==> config.mk <==
export PLATFORM = sky130hd
export DESIGN_NAME = dda_line_point_generator
export DESIGN_NICKNAME = d
export VERILOG_FILES = /design/src/design/dda_pkg.sv /design/src/design/dda_div.sv /design/src/design/dda_pixmap.sv /design/src/design/dda_line_point_generator.sv
export VERILOG_INCLUDE_DIRS = /design/src /design/src/design
export SDC_FILE = /design/constraint.sdc
export NUM_CORES = 1
export LEC_CHECK = 0
export BUFFER_PORTS_ARGS = -buffer_cell sky130_fd_sc_hd__buf_2
export CAP_MARGIN = 15
export CORE_MARGIN = 3
export CORE_UTILIZATION = 30
export DETAILED_ROUTE_END_ITERATION = 8
export GPL_TIMING_DRIVEN = 0
export HOLD_SLACK_MARGIN = 0.12
export PLACE_DENSITY = 0.43
export SETUP_SLACK_MARGIN = 0.02
export SYNTH_ARGS = -nofsm -noshare
export SYNTH_HDL_FRONTEND = slang
export SYNTH_SLANG_ARGS = --single-unit
==> constraint.sdc <==
create_clock -name aclk -period 10.3 [get_ports aclk]
set_input_delay 1.03 -clock aclk [delete_from_list [all_inputs] [get_ports aclk]]
set_output_delay 1.03 -clock aclk [all_outputs]
set_load 0.05 [all_outputs]
==> src/design/dda_line_point_generator_assert.svh <==
// ---------------------------------------------------------------------------
// DDA line point generator assertion macros
// Concurrent checks clocked on aclk, disabled while aresetn is low.
// ---------------------------------------------------------------------------
`ifndef DDA_LINE_POINT_GENERATOR_ASSERT_SVH
`define DDA_LINE_POINT_GENERATOR_ASSERT_SVH

// same-cycle implication
`define DDA_ASSERT_IMP(label, ante, cons, msg) \
    label: assert property (@(posedge aclk) disable iff (!aresetn) (ante) |-> (cons)) \
        else $error(msg);

// next-cycle implication
`define DDA_ASSERT_NXT(label, ante, cons, msg) \
    label: assert property (@(posedge aclk) disable iff (!aresetn) (ante) |=> (cons)) \
        else $error(msg);

`endif

==> src/design/dda_pkg.sv <==
// ---------------------------------------------------------------------------
// DDA package
// Shared types and constants of the DDA line point generator.
// ---------------------------------------------------------------------------
`timescale 1ns / 1ps

package dda_pkg;

    localparam int PIX_W      = 14;
    localparam int CENTER_W   = 12;
    localparam int OUT_DATA_W = 32;
    localparam int CFG_IDX_W  = 2;
    localparam int CFG_DATA_W = 12;

    localparam logic CMD_START   = 1'b0;
    localparam logic CMD_ADVANCE = 1'b1;

    typedef enum logic [CFG_IDX_W-1:0] {
        CFG_DASH_MODE = 2'd0,
        CFG_CENTER_X  = 2'd1,
        CFG_CENTER_Y  = 2'd2
    } cfg_idx_t;

    typedef enum logic [3:0] {
        ST_IDLE = 4'b0001,
        ST_DIVX = 4'b0010,
        ST_DIVY = 4'b0100,
        ST_EMIT = 4'b1000
    } state_t;

endpackage

==> src/design/dda_div.sv <==
// ---------------------------------------------------------------------------
// DDA serial divider
// Restoring unsigned divider, one quotient bit per cycle.
// ---------------------------------------------------------------------------
`timescale 1ns / 1ps

module dda_div #(
    parameter int ND = 30,
    parameter int DW = 13
) (
    input  logic          aclk,
    input  logic          aresetn,
    input  logic          start,
    input  logic [ND-1:0] dividend,
    input  logic [DW-1:0] divisor,
    output logic          done,
    output logic [ND-1:0] quotient
);

    localparam int CW = $clog2(ND + 1);

    logic          busy_reg, busy_next;
    logic          done_reg, done_next;
    logic [CW-1:0] cnt_reg, cnt_next;
    logic [DW-1:0] rem_reg, rem_next;
    logic [ND-1:0] quo_reg, quo_next;
    logic [DW-1:0] dvs_reg, dvs_next;
    logic [DW:0]   trial;
    logic [DW:0]   diff;

    always_comb begin
        trial     = {rem_reg, quo_reg[ND-1]};
        diff      = trial - {1'b0, dvs_reg};
        busy_next = busy_reg;
        done_next = 1'b0;
        cnt_next  = cnt_reg;
        rem_next  = rem_reg;
        quo_next  = quo_reg;
        dvs_next  = dvs_reg;
        if (start) begin
            busy_next = 1'b1;
            cnt_next  = CW'(ND);
            rem_next  = '0;
            quo_next  = dividend;
            dvs_next  = divisor;
        end else if (busy_reg) begin
            if (trial >= {1'b0, dvs_reg}) begin
                rem_next = diff[DW-1:0];
                quo_next = {quo_reg[ND-2:0], 1'b1};
            end else begin
                rem_next = trial[DW-1:0];
                quo_next = {quo_reg[ND-2:0], 1'b0};
            end
            cnt_next = cnt_reg - CW'(1);
            if (cnt_reg == CW'(1)) begin
                busy_next = 1'b0;
                done_next = 1'b1;
            end
        end
    end

    always_ff @(posedge aclk) begin
        if (!aresetn) begin
            busy_reg <= 1'b0;
            done_reg <= 1'b0;
            cnt_reg  <= '0;
        end else begin
            busy_reg <= busy_next;
            done_reg <= done_next;
            cnt_reg  <= cnt_next;
        end
    end

    always_ff @(posedge aclk) begin
        rem_reg <= rem_next;
        quo_reg <= quo_next;
        dvs_reg <= dvs_next;
    end

    assign done     = done_reg;
    assign quotient = quo_reg;

endmodule

==> src/design/dda_pixmap.sv <==
// ---------------------------------------------------------------------------
// DDA pixel mapper
// Rounds both accumulators half away from zero and maps them to screen space.
// ---------------------------------------------------------------------------
`timescale 1ns / 1ps

module dda_pixmap #(
    parameter int COORD_BITS = 12,
    parameter int FRAC_BITS  = 16
) (
    input  logic signed [COORD_BITS+FRAC_BITS+1:0] x_acc,
    input  logic signed [COORD_BITS+FRAC_BITS+1:0] y_acc,
    input  logic [dda_pkg::CENTER_W-1:0]           center_x,
    input  logic [dda_pkg::CENTER_W-1:0]           center_y,
    output logic [dda_pkg::PIX_W-1:0]              pixel_x,
    output logic [dda_pkg::PIX_W-1:0]              pixel_y
);

    localparam int AW = COORD_BITS + FRAC_BITS + 2;
    localparam int EW = (COORD_BITS + 4 > dda_pkg::PIX_W) ? COORD_BITS + 4 : dda_pkg::PIX_W;

    logic [AW-1:0] mag_x, mag_y;
    logic [AW:0]   sum_x, sum_y;
    logic [EW-1:0] rx, ry, sx, sy, cx, cy, px, py;

    always_comb begin
        mag_x = x_acc[AW-1] ? AW'(-x_acc) : AW'(x_acc);
        mag_y = y_acc[AW-1] ? AW'(-y_acc) : AW'(y_acc);
        sum_x = {1'b0, mag_x} + ((AW+1)'(1) << (FRAC_BITS - 1));
        sum_y = {1'b0, mag_y} + ((AW+1)'(1) << (FRAC_BITS - 1));
        rx    = EW'(sum_x[AW:FRAC_BITS]);
        ry    = EW'(sum_y[AW:FRAC_BITS]);
        sx    = x_acc[AW-1] ? -rx : rx;
        sy    = y_acc[AW-1] ? -ry : ry;
        cx    = EW'(center_x);
        cy    = EW'(center_y);
        px    = cx + sx;
        py    = cy - sy;
    end

    assign pixel_x = px[dda_pkg::PIX_W-1:0];
    assign pixel_y = py[dda_pkg::PIX_W-1:0];

endmodule

==> src/design/dda_line_point_generator.sv <==
// ---------------------------------------------------------------------------
// DDA line point generator
// Walks a line between two endpoints and gives one screen point per step.
//
// Input channel s_*: an item with s_tuser = start carries both endpoints;
// the block forms steps = max(|dx|,|dy|) and, if steps is nonzero, divides
// serially for the x and y increments, then gives the first point. An item
// with s_tuser = advance steps the accumulators by one and gives the next
// point; an advance with no line in progress gives nothing. m_tlast marks
// the final point. A start waits on the single restoring divider, which
// runs once per axis; an advance needs none. Until a point is loaded into
// the output register, s_tready stays low and no further item is taken.
// The output register lets s_tready rise again while a point still waits;
// if the receiver stalls, the next point holds in the block until
// m_tready frees the register, and no input is taken meanwhile.
// cfg_*: register writes, always ready, meant while the block is idle.
// Reset (aresetn low, synchronous) clears the control and settings registers and ends any line.
// ---------------------------------------------------------------------------
`timescale 1ns / 1ps

`include "dda_line_point_generator_assert.svh"

module dda_line_point_generator #(
    parameter int COORD_BITS = 12,
    parameter int FRAC_BITS  = 16
) (
    input  logic                                  aclk,
    input  logic                                  aresetn,
    // start_x, start_y, end_x, end_y (COORD_BITS each), zero pad
    input  logic [((4*COORD_BITS+7)/8)*8-1:0]     s_tdata,
    // cmd
    input  logic                                  s_tuser,
    input  logic                                  s_tvalid,
    output logic                                  s_tready,
    // pixel_x [13:0], pixel_y [27:14], zero pad
    output logic [dda_pkg::OUT_DATA_W-1:0]        m_tdata,
    // plot
    output logic                                  m_tuser,
    output logic                                  m_tlast,
    output logic                                  m_tvalid,
    input  logic                                  m_tready,
    input  logic                                  cfg_valid,
    output logic                                  cfg_ready,
    input  logic [dda_pkg::CFG_IDX_W-1:0]         cfg_index,
    input  logic [dda_pkg::CFG_DATA_W-1:0]        cfg_data
);

    localparam int C  = COORD_BITS;
    localparam int F  = FRAC_BITS;
    localparam int DW = C + 1;
    localparam int ND = C + F + 2;
    localparam int IW = F + 2;
    localparam int AW = C + F + 2;
    localparam int PW = dda_pkg::PIX_W;

    dda_pkg::state_t state_reg, state_next;

    logic                          active_reg, active_next;
    logic                          parity_reg, parity_next;
    logic [DW-1:0]                 steps_left_reg, steps_left_next;
    logic signed [AW-1:0]          x_acc_reg, x_acc_next, y_acc_reg, y_acc_next;
    logic signed [IW-1:0]          x_inc_reg, x_inc_next, y_inc_reg, y_inc_next;
    logic [DW-1:0]                 mag_y_reg, mag_y_next;
    logic                          neg_x_reg, neg_x_next, neg_y_reg, neg_y_next;
    logic                          plot_reg, plot_next, last_reg, last_next;
    logic                          dash_reg;
    logic [dda_pkg::CENTER_W-1:0]  cx_reg, cy_reg;
    logic                          m_valid_reg, m_valid_next;
    logic [PW-1:0]                 m_px_reg, m_px_next, m_py_reg, m_py_next;
    logic                          m_plot_reg, m_plot_next, m_last_reg, m_last_next;

    logic signed [C-1:0]           sx, sy, ex, ey;
    logic signed [DW-1:0]          dx, dy;
    logic [DW-1:0]                 ax, ay, steps_in;
    logic                          in_acc, out_free;
    logic                          div_start, div_done;
    logic [ND-1:0]                 div_dividend, div_quo;
    logic [DW-1:0]                 div_divisor;
    logic [IW-1:0]                 q_ext;
    logic [PW-1:0]                 map_px, map_py;

    assign sx = s_tdata[0*C +: C];
    assign sy = s_tdata[1*C +: C];
    assign ex = s_tdata[2*C +: C];
    assign ey = s_tdata[3*C +: C];

    assign dx       = {ex[C-1], ex} - {sx[C-1], sx};
    assign dy       = {ey[C-1], ey} - {sy[C-1], sy};
    assign ax       = dx[DW-1] ? -dx : dx;
    assign ay       = dy[DW-1] ? -dy : dy;
    assign steps_in = (ax > ay) ? ax : ay;

    assign s_tready  = (state_reg == dda_pkg::ST_IDLE);
    assign in_acc    = s_tvalid && s_tready;
    assign out_free  = !m_valid_reg || m_tready;
    assign cfg_ready = 1'b1;

    assign q_ext = {1'b0, div_quo[F:0]};

    always_comb begin
        if (state_reg == dda_pkg::ST_IDLE) begin
            div_dividend = (ND'(ax) << F) + ND'(steps_in >> 1);
            div_divisor  = steps_in;
        end else begin
            div_dividend = (ND'(mag_y_reg) << F) + ND'(steps_left_reg >> 1);
            div_divisor  = steps_left_reg;
        end
    end

    always_comb begin
        state_next      = state_reg;
        active_next     = active_reg;
        parity_next     = parity_reg;
        steps_left_next = steps_left_reg;
        x_acc_next      = x_acc_reg;
        y_acc_next      = y_acc_reg;
        x_inc_next      = x_inc_reg;
        y_inc_next      = y_inc_reg;
        mag_y_next      = mag_y_reg;
        neg_x_next      = neg_x_reg;
        neg_y_next      = neg_y_reg;
        plot_next       = plot_reg;
        last_next       = last_reg;
        div_start       = 1'b0;
        m_valid_next    = m_valid_reg && !m_tready;
        m_px_next       = m_px_reg;
        m_py_next       = m_py_reg;
        m_plot_next     = m_plot_reg;
        m_last_next     = m_last_reg;

        case (state_reg)
            dda_pkg::ST_IDLE: begin
                if (in_acc && s_tuser == dda_pkg::CMD_START) begin
                    x_acc_next      = {{(AW-C-F){sx[C-1]}}, sx, {F{1'b0}}};
                    y_acc_next      = {{(AW-C-F){sy[C-1]}}, sy, {F{1'b0}}};
                    parity_next     = 1'b0;
                    steps_left_next = steps_in;
                    mag_y_next      = ay;
                    neg_x_next      = dx[DW-1];
                    neg_y_next      = dy[DW-1];
                    plot_next       = 1'b1;
                    active_next     = 1'b0;
                    if (steps_in == '0) begin
                        x_inc_next = '0;
                        y_inc_next = '0;
                        last_next  = 1'b1;
                        state_next = dda_pkg::ST_EMIT;
                    end else begin
                        last_next  = 1'b0;
                        div_start  = 1'b1;
                        state_next = dda_pkg::ST_DIVX;
                    end
                end else if (in_acc && active_reg) begin
                    x_acc_next      = x_acc_reg + {{(AW-IW){x_inc_reg[IW-1]}}, x_inc_reg};
                    y_acc_next      = y_acc_reg + {{(AW-IW){y_inc_reg[IW-1]}}, y_inc_reg};
                    plot_next       = dash_reg ? parity_reg : 1'b1;
                    parity_next     = !parity_reg;
                    steps_left_next = steps_left_reg - DW'(1);
                    last_next       = (steps_left_reg == DW'(1));
                    active_next     = (steps_left_reg != DW'(1));
                    state_next      = dda_pkg::ST_EMIT;
                end
            end
            dda_pkg::ST_DIVX: begin
                if (div_done) begin
                    x_inc_next = neg_x_reg ? -q_ext : q_ext;
                    div_start  = 1'b1;
                    state_next = dda_pkg::ST_DIVY;
                end
            end
            dda_pkg::ST_DIVY: begin
                if (div_done) begin
                    y_inc_next  = neg_y_reg ? -q_ext : q_ext;
                    active_next = 1'b1;
                    state_next  = dda_pkg::ST_EMIT;
                end
            end
            dda_pkg::ST_EMIT: begin
                if (out_free) begin
                    m_valid_next = 1'b1;
                    m_px_next    = map_px;
                    m_py_next    = map_py;
                    m_plot_next  = plot_reg;
                    m_last_next  = last_reg;
                    state_next   = dda_pkg::ST_IDLE;
                end
            end
            default: begin
                state_next = dda_pkg::ST_IDLE;
            end
        endcase
    end

    always_ff @(posedge aclk) begin
        if (!aresetn) begin
            state_reg      <= dda_pkg::ST_IDLE;
            active_reg     <= 1'b0;
            parity_reg     <= 1'b0;
            steps_left_reg <= '0;
            m_valid_reg    <= 1'b0;
            dash_reg       <= 1'b0;
            cx_reg         <= '0;
            cy_reg         <= '0;
        end else begin
            state_reg      <= state_next;
            active_reg     <= active_next;
            parity_reg     <= parity_next;
            steps_left_reg <= steps_left_next;
            m_valid_reg    <= m_valid_next;
            if (cfg_valid && cfg_ready) begin
                case (cfg_index)
                    dda_pkg::CFG_DASH_MODE: dash_reg <= cfg_data[0];
                    dda_pkg::CFG_CENTER_X:  cx_reg   <= cfg_data;
                    dda_pkg::CFG_CENTER_Y:  cy_reg   <= cfg_data;
                    default: begin
                    end
                endcase
            end
        end
    end

    always_ff @(posedge aclk) begin
        x_acc_reg  <= x_acc_next;
        y_acc_reg  <= y_acc_next;
        x_inc_reg  <= x_inc_next;
        y_inc_reg  <= y_inc_next;
        mag_y_reg  <= mag_y_next;
        neg_x_reg  <= neg_x_next;
        neg_y_reg  <= neg_y_next;
        plot_reg   <= plot_next;
        last_reg   <= last_next;
        m_px_reg   <= m_px_next;
        m_py_reg   <= m_py_next;
        m_plot_reg <= m_plot_next;
        m_last_reg <= m_last_next;
    end

    dda_div #(
        .ND(ND),
        .DW(DW)
    ) u_div (
        .aclk    (aclk),
        .aresetn (aresetn),
        .start   (div_start),
        .dividend(div_dividend),
        .divisor (div_divisor),
        .done    (div_done),
        .quotient(div_quo)
    );

    dda_pixmap #(
        .COORD_BITS(COORD_BITS),
        .FRAC_BITS (FRAC_BITS)
    ) u_pixmap (
        .x_acc   (x_acc_reg),
        .y_acc   (y_acc_reg),
        .center_x(cx_reg),
        .center_y(cy_reg),
        .pixel_x (map_px),
        .pixel_y (map_py)
    );

    assign m_tdata  = {(dda_pkg::OUT_DATA_W - 2*PW)'(0), m_py_reg, m_px_reg};
    assign m_tuser  = m_plot_reg;
    assign m_tlast  = m_last_reg;
    assign m_tvalid = m_valid_reg;

    `DDA_ASSERT_IMP(a_done_in_div, div_done,
        (state_reg == dda_pkg::ST_DIVX) || (state_reg == dda_pkg::ST_DIVY),
        "divider finished outside a division state")
    `DDA_ASSERT_IMP(a_active_steps, active_reg && (state_reg == dda_pkg::ST_IDLE),
        steps_left_reg != '0, "active line with no steps left")
    `DDA_ASSERT_NXT(a_final_step,
        in_acc && (s_tuser == dda_pkg::CMD_ADVANCE) && active_reg && (steps_left_reg == DW'(1)),
        !active_reg && last_reg,
        "final step did not end the line")
    `DDA_ASSERT_NXT(a_emit_hold,
        (state_reg == dda_pkg::ST_EMIT) && m_valid_reg && !m_tready,
        state_reg == dda_pkg::ST_EMIT, "point loaded over a stalled output")

endmodule

==> impl_metrics.yaml <==
placement:
  hpwl_um: 53700
  gp_congestion: 0.879
  io_buffers: 99
  place_area_um2: 22200
  dp_cells: 3358
routing:
  wirelength_um: 68700
  via_count: 18600
  drtPass1Iterations: 5
  wire_per_inst_um: 20.0
  antenna_left: 0
  drt_first_iter_violations: 1218
  via_per_inst: 5.43
  drc: 0
worst_hold_path:
  min_to: "m_tlast"
  min-delay-start: "last_reg"
  holdCritPathClass: "reg2reg"
  hold_depth: 0
sta:
  setup_viol: 0
  setup_tns_ps: 0
  min_period_ps: 8810
  final_hold_viol_count: 0
  skew_ps: 31.5
  finalCritPeriodShare: 0.855
  worst-slew-pin-transition_ps: 1210
  fmax_mhz: 114
  final_max_slew_viol_count: 0
  max_slew_margin: 0.184
  rsz0062_at_grt: "false"
synthesis:
  ys_dominant_reg_cell: "edfxtp_1"
  synth_area_leaders: "edfxtp_1 27%, ha_1 8.7%, dfxtp_1 6.3%"
  synth_edf_count: 186
  ys_seq_elements: 251
  postSynthAreaPerCell_um2: 8.62
  synth_cells: 2378
  yosys_warnings: 0
  ys_async_sr_fraction: 0
  synth_top_area_share: 0.272
  ys_types: 96
  yosysSeqAreaShare: 0.336
  synth_area_um2: 20500
  synth_top_cell_by_area: "edfxtp_1"
worst_setup_path:
  critPathLaunchType: "input pin"
  arrival_ps: 8960
  critical_path.top_delay_family: "simple AND/OR/NAND/NOR gates"
  worst-setup-path-type: "in2reg"
  worstRegToRegCells: 26
  rrSetupSlack_ps: 2840
  timing.critical_path.from: "s_tdata[36]"
  slowest_stage: "o31ai_1"
  r2r-end: "m_py_reg[13]"
  worst-path-buf-inv: 3
  max_stage_delay_ps: 900
  cp-end-kind: "flop"
  worstPathRequired_ps: 10450
  reg2reg_from: "y_acc_reg[29]"
  crit_chain: "buf_2 -> inv_1 -> ha_1 -> fa_1 -> xor2_1 -> nor4b_1 -> o221ai_1 -> a2111o_1 -> nor3_1 -> nand2_1 -> ha_1 -> nand3_1 -> nor2_1 -> and2_1 -> a221o_1 -> nor2_1 -> a21oi_1 -> nor3_1 -> nand4_1 -> a221o_1 -> o31ai_1 -> clkbuf_1 -> nand2_1"
  cp_max_fo: 13
floorplan:
  die_w_um: 267
  rows: 95
  chipHeight_um: 267
  start_util: 0.304
  ios: 105
  die_area_um2: 71500
  core_area_um2: 67400
cts:
  cts_sinks: 251
  cts_made_buffers: 35
  postCtsSetupBuffers: 0
  clockBufferDepth: 3
  ctsResizeCount: 0
  root_buffer: "clkbuf_16"
  cts_tree: "built"
  postCtsHoldBufs: 0
  clkLatencyLatePin_ps: 550
  cts_max_level: 2
  clk_pin_slew_ps: 60
global_route:
  track_usage: 0.188
  grt_pass1_vias: 18000
  grt_max_degree: 39
  gr-total-overflow: 0
  grt_pass1_wl_um: 106000
  antenna_found_initial: 3
finish:
  utilization: 0.348
  final_cells: 3427
  stdcell_area_um2: 23500
  nets: 2742
  syn_to_final_growth_pct: 14.5
  layout-drive-gt1-share: 0.0898
pwr:
  combPwrFrac: 0.496
  vdd_ir_drop_max_uv: 144
  p_leak_nw: 9.29
  p_switching_mw: 2.45
  switching_share: 0.430
  powerDensity_nw_per_um2: 243
  intPower_mw: 3.25
  pwr-share-seq: 0.275
  power_frac_clock: 0.228
flow_run:
  drv_cap: 0
status:
  outcome: "finished, final reports clean"
-- metrics by stage --
stage                     setup WS, ps  total power [mW]  hold WS, ps
after global placement            14.4              4.37          403
after global routing              1030              6.11          423
after detailed placement          1070              4.40          407
after CTS                         1650              5.74          421
after floorplan                   2430              3.58          400
final                             1490              5.71          419
-- how the worst max path moves through the flow --
stage	slack (ps)	depth (start not counted)	end
after floorplan	2430	21	x_inc_reg[0]
after global placement	10	22	y_inc_reg[3]
after detailed placement	1070	23	u_div.dvs_reg[3]
after CTS	1650	23	u_div.dvs_reg[5]
after global routing	1030	23	u_div.dvs_reg[2]
final	1490	23	u_div.dvs_reg[2]
-- per-layer routing --
layer | GRT usage | vias to the layer above | part of all wire
met4 | 0.0535 | 0 | 0.026
met3 | 0.0219 | 92 | 0.043
met5 | 0 | - | 0
li1 | - | 9075 | -
met1 | 0.261 | 8937 | 0.47
met2 | 0.309 | 498 | 0.46
-- cell usage in the layout (no fill, tap or decap), types with 33 or more instances in the layout --
master     instances
nor3_1            74
clkbuf_1          81
dfxtp_1           65
nand4_1           37
buf_2            103
a21oi_1          122
o21ai_0          140
or3_1             39
xor2_1            78
a31oi_1           39
xnor2_1          105
nand3_1           53
nor2b_1           33
nor2_1           264
ha_1             143
inv_1            139
nand2_1          181
clkbuf_16         37
edfxtp_1         186
mux2i_1           62
a21o_1            46
-- cell type report --
class | instances | area [um2]
repair buffers | 106 | 606
clock buffers | 43 | 978
clock inverters | 21 | 251
inverters | 142 | 533
plain buffers | 104 | 418
fillers | 6983 | 43900
diodes | 3 | 7.51
well taps | 873 | 1090
multi-input cells | 1884 | 12700
flip-flops and latches | 251 | 6890
-- cell families after synthesis --
family / Yosys count / synth area share
AO/OA/AOI/OAI: 623 / 0.206
XOR/XNOR: 184 / 0.0793
adder cells (fa/ha/maj): 150 / 0.0941
buffers and inverters: 246 / 0.0461
flip-flops: 251 / 0.336
multiplexers: 66 / 0.0325
other: 2 / 0.000366
AND/OR/NAND/NOR: 856 / 0.206
-- cell usage after synthesis (all sizes together), types with 14 or more instances --
library cell and number:
nand2 181, xor2 78, and3 22, a21o 46, a31oi 41, edfxtp 186
nor2 265, nand3 53, ha 143, o22ai 19, nor2b 34, nand3b 21
or4 14, or3 40, a2111oi 18, mux2i 62, o211ai 25, a21oi 122
buf 24, or2 16, clkbuf 80, o31ai 16, o21a 24, nand4 37
o21ai 145, a21boi 17, and2 23, xnor2 105, a211oi 23, dfxtp 65
nand2b 25, nor3 75, nor4 24, inv 141
-- power groups by stage --
stage	clock, mW	combinational (mW)	sequential [mW]
6_report	1.30	2.83	1.57
5_1_grt	1.37	3.15	1.59
4_1_cts	1.34	2.83	1.57
3_5_place_dp	0	2.81	1.59
2_1_floorplan	0	2.00	1.58
3_3_place_gp	0	2.77	1.59
No activity file was read; power rests on OpenSTA's default activity.
